`config.mk`:
```
export PLATFORM = sky130hd
export DESIGN_NAME = string_offset_table_validator
export DESIGN_NICKNAME = d
export VERILOG_FILES = /design/src/sv/sotv_pkg.sv /design/src/sv/string_offset_table_validator.sv
export SDC_FILE = /design/constraint.sdc
export NUM_CORES = 1
export LEC_CHECK = 0
export BUFFER_PORTS_ARGS = -buffer_cell sky130_fd_sc_hd__buf_2
export CORE_UTILIZATION = 45
export CTS_BUF_LIST = sky130_fd_sc_hd__clkbuf_8
export DETAILED_ROUTE_END_ITERATION = 16
export GPL_ROUTABILITY_DRIVEN = 0
export PLACE_DENSITY = 0.72
export SLEW_MARGIN = 20
export SYNTH_ARGS = -nofsm -noshare
export SYNTH_HDL_FRONTEND = slang
export SYNTH_SLANG_ARGS = --single-unit
```
`constraint.sdc`:
```
create_clock -name clk_i -period 17.65 [get_ports clk_i]
set_input_delay 0.8825 -clock clk_i [delete_from_list [all_inputs] [get_ports clk_i]]
set_output_delay 0.8825 -clock clk_i [all_outputs]
set_load 0.02 [all_outputs]
```
`src/sv/sotv_pkg.sv`:
```
`timescale 1ns / 1ps

package sotv_pkg;

  // Offset, dictionary, status and kind widths
  localparam int unsigned OffsetWidth = 32;
  localparam int unsigned DictWidth   = 19;
  localparam int unsigned StatusWidth = 3;
  localparam int unsigned KindWidth   = 2;

  // An overflow string marker takes exactly this many dictionary bytes
  localparam int unsigned MarkerBytes  = 12;
  // Dictionary size register is clamped to this bound
  localparam int unsigned MaxDictBytes = 262144;

  // Packed stream widths (data widths are whole bytes)
  localparam int unsigned InDataWidth  = 64;
  localparam int unsigned InUserWidth  = 1;
  localparam int unsigned OutDataWidth = 48;
  localparam int unsigned OutUserWidth = KindWidth;

  // Status codes, first failing check wins
  localparam logic [StatusWidth-1:0] StOk         = 3'd0;
  localparam logic [StatusWidth-1:0] StMin        = 3'd1;
  localparam logic [StatusWidth-1:0] StBeyond     = 3'd2;
  localparam logic [StatusWidth-1:0] StDecreasing = 3'd3;
  localparam logic [StatusWidth-1:0] StMarker     = 3'd4;

  // Entry kinds
  localparam logic [KindWidth-1:0] KindInline   = 2'd0;
  localparam logic [KindWidth-1:0] KindNull     = 2'd1;
  localparam logic [KindWidth-1:0] KindOverflow = 2'd2;

  typedef struct packed {
    logic [StatusWidth-1:0] status;
    logic [KindWidth-1:0]   entry_kind;
    logic [DictWidth-1:0]   str_len;
    logic [DictWidth-1:0]   dict_position;
    logic                   range_ok;
  } result_t;

endpackage

```
`src/sv/string_offset_table_validator.sv`:
```
`timescale 1ns / 1ps

// Checks a stream of signed 32-bit cumulative string offsets against the
// dictionary size and the previous entry, and gives one result per entry:
// status, entry kind, string length, dictionary start position and a sticky
// range-valid flag. An entry that arrives with start_range set restarts the
// range and takes prior_offset as its predecessor. Each entry passes an
// input register and a result register; the negate, compare and subtract
// on the previous offset sit in the single logic stage between them, so
// one entry is taken every cycle as long as results are taken. Write the
// dictionary size only while no entry is in flight.
module string_offset_table_validator (
  input  logic                                clk_i,
  input  logic                                rst_ni,
  // configuration write: dictionary size in bytes
  input  logic                                cfg_valid_i,
  output logic                                cfg_ready_o,
  input  logic [sotv_pkg::DictWidth-1:0]      cfg_data_i,
  // entries in
  input  logic                                s_axis_tvalid,
  output logic                                s_axis_tready,
  // [31:0] entry_offset, [63:32] prior_offset
  input  logic [sotv_pkg::InDataWidth-1:0]    s_axis_tdata,
  // [0] start_range
  input  logic [sotv_pkg::InUserWidth-1:0]    s_axis_tuser,
  // results out
  output logic                                m_axis_tvalid,
  input  logic                                m_axis_tready,
  // [2:0] status, [21:3] string length, [40:22] dict_position,
  // [41] range_ok, [47:42] zero
  output logic [sotv_pkg::OutDataWidth-1:0]   m_axis_tdata,
  // [1:0] entry_kind
  output logic [sotv_pkg::OutUserWidth-1:0]   m_axis_tuser
);
  import sotv_pkg::*;

  localparam logic [OffsetWidth-1:0] MaxDict   = OffsetWidth'(MaxDictBytes);
  localparam logic [OffsetWidth-1:0] MarkerLen = OffsetWidth'(MarkerBytes);
  localparam logic [OffsetWidth-1:0] MinOffset = {1'b1, {(OffsetWidth-1){1'b0}}};

  // configuration
  logic [DictWidth-1:0] dict_size_q;

  // input register
  logic                   in_valid_q;
  logic [OffsetWidth-1:0] cur_q, prior_q;
  logic                   start_q;

  // state
  logic [OffsetWidth-1:0] prev_offset_q;
  logic                   range_valid_q;

  // result register
  logic    out_valid_q;
  result_t res_q, res_d;

  logic advance, in_take;

  logic [OffsetWidth-1:0] prev_raw, cabs, pabs, diff, dsize32;
  logic [DictWidth-1:0]   dsize;
  logic                   cur_neg;

  assign cfg_ready_o   = 1'b1;
  assign advance       = in_valid_q && (!out_valid_q || m_axis_tready);
  assign s_axis_tready = !in_valid_q || advance;
  assign in_take       = s_axis_tvalid && s_axis_tready;

  always_comb begin
    prev_raw = start_q ? prior_q : prev_offset_q;
    cur_neg  = cur_q[OffsetWidth-1];
    cabs     = cur_neg ? (~cur_q + 1'b1) : cur_q;
    pabs     = prev_raw[OffsetWidth-1] ? (~prev_raw + 1'b1) : prev_raw;
    diff     = cabs - pabs;
    // clamp an oversized register to the bound
    if (OffsetWidth'(dict_size_q) > MaxDict) begin
      dsize = MaxDict[DictWidth-1:0];
    end else begin
      dsize = dict_size_q;
    end
    dsize32 = OffsetWidth'(dsize);

    res_d = '0;
    if (prev_raw == MinOffset) begin
      res_d.status = StMin;
    end else if (pabs > dsize32) begin
      res_d.status = StBeyond;
    end else if (cur_q == MinOffset) begin
      res_d.status = StMin;
    end else if (cabs > dsize32) begin
      res_d.status = StBeyond;
    end else if (cabs < pabs) begin
      res_d.status = StDecreasing;
    end else if (cur_neg && (diff == '0) && (cur_q != prev_raw)) begin
      res_d.status = StMarker;
    end else if (cur_neg && (diff != '0) && (diff != MarkerLen)) begin
      res_d.status = StMarker;
    end else begin
      res_d.status = StOk;
    end

    if (res_d.status == StOk) begin
      res_d.str_len       = diff[DictWidth-1:0];
      res_d.dict_position = dsize - cabs[DictWidth-1:0];
      if (cur_neg) begin
        res_d.entry_kind = (diff == '0) ? KindNull : KindOverflow;
      end else begin
        res_d.entry_kind = KindInline;
      end
    end
    res_d.range_ok = (start_q || range_valid_q) && (res_d.status == StOk);
  end

  always_ff @(posedge clk_i or negedge rst_ni) begin
    if (!rst_ni) begin
      dict_size_q   <= '0;
      in_valid_q    <= 1'b0;
      out_valid_q   <= 1'b0;
      prev_offset_q <= '0;
      range_valid_q <= 1'b1;
    end else begin
      if (cfg_valid_i) begin
        dict_size_q <= cfg_data_i;
      end
      if (s_axis_tready) begin
        in_valid_q <= s_axis_tvalid;
      end
      if (advance) begin
        out_valid_q   <= 1'b1;
        prev_offset_q <= cur_q;
        range_valid_q <= res_d.range_ok;
      end else if (m_axis_tready) begin
        out_valid_q <= 1'b0;
      end
    end
  end

  // payload registers
  always_ff @(posedge clk_i) begin
    if (in_take) begin
      cur_q   <= s_axis_tdata[OffsetWidth-1:0];
      prior_q <= s_axis_tdata[2*OffsetWidth-1:OffsetWidth];
      start_q <= s_axis_tuser[0];
    end
    if (advance) begin
      res_q <= res_d;
    end
  end

  assign m_axis_tvalid = out_valid_q;
  assign m_axis_tdata  = {
    (OutDataWidth - StatusWidth - 2*DictWidth - 1)'(0),
    res_q.range_ok, res_q.dict_position, res_q.str_len, res_q.status
  };
  assign m_axis_tuser  = res_q.entry_kind;

  // a failed entry carries no kind, length or position
  a_fail_zero: assert property (@(posedge clk_i) disable iff (!rst_ni)
    (out_valid_q && res_q.status != StOk) |->
      (res_q.entry_kind == KindInline && res_q.str_len == '0 &&
       res_q.dict_position == '0))
    else $error("failed entry has nonzero payload");

  a_range_ok: assert property (@(posedge clk_i) disable iff (!rst_ni)
    (out_valid_q && res_q.range_ok) |-> (res_q.status == StOk))
    else $error("range_ok set on a failed entry");

  a_null_len: assert property (@(posedge clk_i) disable iff (!rst_ni)
    (out_valid_q && res_q.entry_kind == KindNull) |-> (res_q.str_len == '0))
    else $error("null entry with nonzero length");

  a_marker_len: assert property (@(posedge clk_i) disable iff (!rst_ni)
    (out_valid_q && res_q.entry_kind == KindOverflow) |->
      (res_q.str_len == MarkerLen[DictWidth-1:0]))
    else $error("overflow marker with wrong length");

  a_prev_follow: assert property (@(posedge clk_i) disable iff (!rst_ni)
    advance |=> (prev_offset_q == $past(cur_q) &&
                 range_valid_q == $past(res_d.range_ok)))
    else $error("state not taken from the transferred entry");

endmodule
```
==> results of run 1 <==
-- kinds of logic after synthesis --
logic type               share of synthesized area
AO/OA/AOI/OAI                                0.183
XOR/XNOR                                    0.0949
adder cells (fa/ha/maj)                     0.0681
buffers and inverters                       0.0426
flip-flops                                   0.355
multiplexers                                0.0512
other                                     0.000577
AND/OR/NAND/NOR                              0.204
-- cell usage after synthesis (12+ instances only) --
master / count / share of area
ha_1: 62 / 0.060
dfrtp_1: 53 / 0.10
nor2_1: 107 / 0.031
edfxtp_1: 109 / 0.25
xor2_1: 44 / 0.030
and3_1: 13 / 0.0062
a31oi_1: 12 / 0.0058
nand2b_1: 14 / 0.0067
nor3_1: 32 / 0.012
o21ai_0: 70 / 0.027
o31ai_1: 15 / 0.0087
a21oi_1: 48 / 0.018
nand3_1: 31 / 0.012
xnor2_1: 73 / 0.049
nor4_1: 28 / 0.013
nand4_1: 30 / 0.014
o21a_1: 21 / 0.012
mux2_2: 26 / 0.022
clkbuf_1: 35 / 0.010
a21o_1: 18 / 0.010
nand2_1: 172 / 0.050
inv_1: 67 / 0.019
nor2b_1: 12 / 0.0058
mux2i_1: 36 / 0.028
-- worst register-to-register path: cells and delay by family, from the launching register on --
kind,cells,cell delay (ns)
adder cells (fa/ha/maj),2,0.77
multiplexers,1,0.45
buffers and inverters,2,0.91
AO/OA/AOI/OAI,8,1.77
flip-flops,1,0.34
XOR/XNOR,1,0.20
AND/OR/NAND/NOR,8,2.99
-- report_power, final --
group	switching [µW]	total (µW)	internal (µW)
clock	146	262	117
sequential	30.7	475	444
combinational	481	755	275
-- sequential cells by signal, indices dropped and copies added, names as in the netlist --
| name | flops |
|---|---|
| prior_q | 32 |
| in_valid_q | 1 |
| m_axis_tdata | 42 |
| range_valid_q | 1 |
| start_q | 1 |
| dict_size_q | 19 |
| prev_offset_q | 32 |
| cur_q | 32 |
| m_axis_tvalid | 1 |
| m_axis_tuser | 2 |
-- final timing paths --
| kind | from | endpoint | cells after the start |
|---|---|---|---|
| max | start_q | m_axis_tuser[0] | 22 |
| min | prev_offset_q[30] | prev_offset_q[30] | 2 |
| max reg2reg | start_q | m_axis_tuser[0] | 22 |
| min reg2reg | prev_offset_q[30] | prev_offset_q[30] | 2 |
| max in group asynchronous | rst_ni | prev_offset_q[29] | 2 |
| min in group asynchronous | rst_ni | prev_offset_q[1] | 2 |
-- cell type report --
type / instances / area [µm²] / area share
Multi-Input combinational cell: 1115 / 7860 / 0.549
Sequential cell: 163 / 4630 / 0.323
Timing Repair Buffer: 143 / 738 / 0.0515
Tap cell: 378 / 473 / 0.0330
Inverter: 67 / 251 / 0.0176
Clock buffer: 18 / 248 / 0.0173
Clock inverter: 14 / 130 / 0.00909
-- metrics by stage --
stage	power [µW]	cell area [µm²]	worst slack [ns]
2_1_floorplan	1010	13000	10.26
3_3_place_gp	1200	13900	10.57
3_5_place_dp	1210	13900	10.31
4_1_cts	1470	14300	10.23
5_1_grt	1570	14300	9.61
6_report	1490	14300	10.05
-- routing by layer --
| layer | wire, µm | vias up | global-route usage | share of wire |
|---|---|---|---|---|
| li1 | - | 5394 | - | - |
| met1 | 16900 | 5369 | 0.367 | 0.46 |
| met2 | 15100 | 575 | 0.362 | 0.41 |
| met3 | 3450 | 79 | 0.0492 | 0.094 |
| met4 | 1050 | 0 | 0.0873 | 0.029 |
| met5 | 0 | - | 0 | 0 |
==> metrics.csv, run 1 <==
metric,value,unit
status,finished clean,
worst_ep_required_time,17.95,ns
finalMaxSlewViolations,0,
cts_num_sinks,163,
async_reset_ff_frac,0.331,
htree_num_levels,4,
dp_cells,1866,
ys_seq_area_frac,0.355,
drtIter0Drc,1149,
cp.arrival,7.90,ns
slew_headroom,0.308,
dieArea,29600,µm²
syn_area,13000,µm²
grt_pass1_wl,56600,µm
synth_area_per_cell,9.29,µm²
tightest_slew,1.03,ns
max_clock_freq,132,MHz
drtPass1Iterations,9,
cts_tree,done,
layout_common_cells,"nand2_1, buf_2, edfxtp_1",
peakVddDrop,0.0630,mV
boundaryPins,142,
holdCritPathClass,reg2reg,
dp.final_hpwl,28700,µm
nFillCells,2639,
synthFlopType,edfxtp_1,
skew,0.0263,ns
areaGrowthSynthToFinish,10.0,%
initial_core_util,0.463,
post_drt_wl_per_cell,19.3,µm
cts_setup_buffers,0,
die_w,172,µm
diodes,0,
synth-edff-count,109,
power.density,104,nW/µm²
period_share,0.431,
vias_per_cell,6.02,
num_vias,11400,
row_count,61,
grt_pass1_vias,10300,
slowest_stage,nor4_1,
fin_util,0.510,
yosys_warnings,0,
layout_commonest_cell,nand2_1,
grt.total_usage,0.250,
clk_pin_slew,0.10,ns
end_kind,register,
drive_gt1_frac,0.167,
fin_nets,1660,
tns,0,ns
synth-seq-cells,163,
leakagePower,0.00592,µW
grt_antenna_before_repair,0,
root_buffer,clkbuf_8,
layout.cells.non_filler,1898,
netlist_instances,1401,
critPathTopFamily,simple AND/OR/NAND/NOR gates,
reg2reg_slack,10.05,ns
rsz0062_at_grt,no,
drc,0,
core-area,28100,µm²
fin_crit,7.60,ns
path_cells,"buf_4, mux2i_1, ha_1, nor4b_1, a22oi_1, nor4_1, a21oi_1, xor2_1, ha_1, a21o_1, a31oi_1, nand2b_1, a21oi_1, o2111ai_1, o211ai_1, or4_1, nor4_1, nand4_1, or4_1, a41o_1, buf_4, nor4_2",
path_max_fanout,68,
io_buffer_count,134,
cts_resized,0,
die_h,172,µm
final_hold_viol_count,0,
drt_wl_total,36600,µm
startpoint_type,register,
numCtsBuffers,17,
setup_viol,0,
path_class,reg2reg,
cap_violations,0,
grt_max_degree,75,
cts-hold-fix-buffers,0,
clockBufferDepth,2,
final_antenna_net_count,0,
synth_cell_types,104,
fin_hold_ws,0.479,ns
clk_latency,0.50,ns
cpPeakStageDelay,0.75,ns
critPathBufInv,2,
grt.overflow.total,0,
Note: power is estimated with default switching activity, not from simulation.
==> inputs of run 2 (changes only) <==
--- a/config.mk
+++ b/config.mk
@@ -10,7 +10,7 @@
 export CTS_BUF_LIST = sky130_fd_sc_hd__clkbuf_8
 export DETAILED_ROUTE_END_ITERATION = 16
 export GPL_ROUTABILITY_DRIVEN = 0
-export PLACE_DENSITY = 0.72
+export PLACE_DENSITY = 0.74
 export SLEW_MARGIN = 20
 export SYNTH_ARGS = -nofsm -noshare
 export SYNTH_HDL_FRONTEND = slang
==> constraint.sdc (replaced) <==
create_clock -name clk_i -period 6.67 [get_ports clk_i]
set_input_delay 0.3335 -clock clk_i [delete_from_list [all_inputs] [get_ports clk_i]]
set_output_delay 0.3335 -clock clk_i [all_outputs]
set_load 0.02 [all_outputs]
==> metrics.csv, run 2 (same netlist as run 1, synthesis figures left out) <==
metric,value,unit,change
worst_ep_required_time,7.00,ns,-10.95 ns
post_drt_wl_per_cell,19.2,µm,-0.51%
cp.arrival,6.71,ns,-1.19 ns
tns,0,ns,unchanged
path_max_fanout,51,,-25%
layout_common_cells,"nand2_1, buf_2, edfxtp_1",,
clk_latency,0.49,ns,about the same
die_h,172,µm,unchanged
reg2reg_from,start_q,,
drc,0,,unchanged
finalMaxSlewViolations,0,,unchanged
tightest_slew,0.973,ns,-0.0571 ns
io_buffer_count,134,,unchanged
numCtsBuffers,17,,unchanged
boundaryPins,142,,unchanged
num_vias,11700,,+2.2%
grt_pass1_wl,57800,µm,+2.2%
diodes,0,,unchanged
initial_core_util,0.463,,unchanged
pre_cts_ws,0.165,ns,-10.14 ns
skew,0.0258,ns,-0.000495 ns
final_antenna_net_count,0,,unchanged
clockBufferDepth,2,,unchanged
power.density,272,nW/µm²,+160%
path_class,reg2reg,,
layout_commonest_cell,nand2_1,,
row_count,61,,unchanged
vias_per_cell,5.98,,-0.59%
drt_wl_total,37400,µm,+2.3%
die_w,172,µm,unchanged
fin_crit,6.38,ns,-1.22 ns
dp.final_hpwl,29400,µm,+2.4%
violations,negative hold slack,,
slew_headroom,0.347,,+0.0384
cts_num_sinks,163,,unchanged
rsz0062_at_grt,no,,
grt.overflow.total,0,,unchanged
core-area,28100,µm²,unchanged
clk_pin_slew,0.10,ns,about the same
largest_reg_flops,42,,unchanged
leakagePower,0.00621,µW,+4.9%
layout.cells.non_filler,1951,,+2.8%
end_kind,register,,
cts_tree,done,,
areaGrowthSynthToFinish,14.8,%,
cap_violations,0,,unchanged
grt_max_degree,55,,-27%
peakVddDrop,0.164,mV,+160%
holdCritPathClass,in2async,,
drtPass1Iterations,8,,-1
fin_hold_ws,-0.00942,ns,-0.489 ns
final_hold_viol_count,16,,+16
grt.total_usage,0.255,,+0.00540
fin_ws,0.285,ns,-9.76 ns
period_share,0.957,,+0.526
cp-startpoint,start_q,,
max_clock_freq,157,MHz,+19%
fin_nets,1713,,+3.2%
startpoint_type,register,,
fin_util,0.532,,+0.0219
htree_num_levels,4,,unchanged
grt_pass1_vias,10700,,+4.6%
status,finished with violations,,
root_buffer,clkbuf_8,,
drtIter0Drc,1544,,+34%
setup_viol,0,,unchanged
dieArea,29600,µm²,unchanged
nFillCells,2611,,-1.1%
drive_gt1_frac,0.188,,+0.0204
dp_cells,1892,,+1.4%
grt_antenna_before_repair,0,,unchanged
==> run 2: cell count changes in the layout (fill, tap and decap cells not counted), moves of 3 or more <==
cell           previous run  this run
nor4b_1                  10         7
clkinv_8                  0         4
clkinvlp_4                4         1
dlygate4sd3_1             0        27
buf_4                     9        33
==> run 2: final timing paths <==
kind | endpoint | slack (ns) | cells after the start
max in group asynchronous | prev_offset_q[17] | 6.17 | 2
max reg2reg | m_axis_tdata[25] | 0.29 | 20
min in group clk_i | cur_q[5] | 0.02 | 1
max | m_axis_tdata[25] | 0.29 | 20
min | dict_size_q[1] | -0.009 | 2
min reg2reg | prev_offset_q[29] | 0.49 | 2
==> run 2: routing by layer <==
| metal | up-vias | part of all wire | GRT usage |
|---|---|---|---|
| met5 | - | 0 | 0 |
| met4 | 0 | 0.037 | 0.106 |
| met3 | 84 | 0.094 | 0.0460 |
| met2 | 597 | 0.41 | 0.370 |
| met1 | 5483 | 0.45 | 0.371 |
| li1 | 5503 | - | - |
==> run 2: repair_timing <==
| action | CTS | global route |
|---|---|---|
| gates resized for setup | 0 | 9 |
| hold buffers | 25 | 2 |
| buffers inserted | 0 | 0 |
| endpoints found under the setup margin | 0 | 40 |
| endpoints found under the hold margin | 25 | 2 |
==> run 2: cell type report <==
class	instances	area (µm²)	area share
clock buffer	18	248	0.0166
multi-input combinational	1115	7950	0.532
inverter	67	251	0.0168
tap	378	473	0.0317
timing repair buffer	196	1230	0.0823
clock inverter	14	161	0.0108
sequential	163	4630	0.310
==> run 2: worst max-delay path, stage by stage (launching register included) <==
cell and delay, ns:
edfxtp_1 0.52, buf_12 0.24, nor4_1 0.52, o22a_1 0.44
nand4_1 0.24, buf_4 0.22, nand2_1 0.08, xnor2_1 0.27
ha_1 0.49, a21oi_1 0.32, a21bo_2 0.26, a211o_1 0.33
a41oi_4 0.38, o22a_1 0.21, o31a_1 0.14, and4_1 0.19
nand4_1 0.08, or4_1 0.50, a41o_2 0.44, buf_12 0.21
nor3_2 0.16
==> run 2: power breakdown <==
part           total (µW)  switching (µW)  internal, µW
registers            1260            79.9          1180
clock network         750             456           294
logic                2050            1280           770
==> run 2: per-stage QoR <==
stage / hold slack [ns] / cell area, µm² / total power (µW)
final: -0.00942 / 14900 / 4060
after CTS: 0.0000226 / 14900 / 3990
after floorplan: 0.0379 / 13100 / 2680
after global placement: 0.460 / 14200 / 3190
after detailed placement: 0.466 / 14200 / 3220
after global routing: -0.00351 / 14900 / 4270
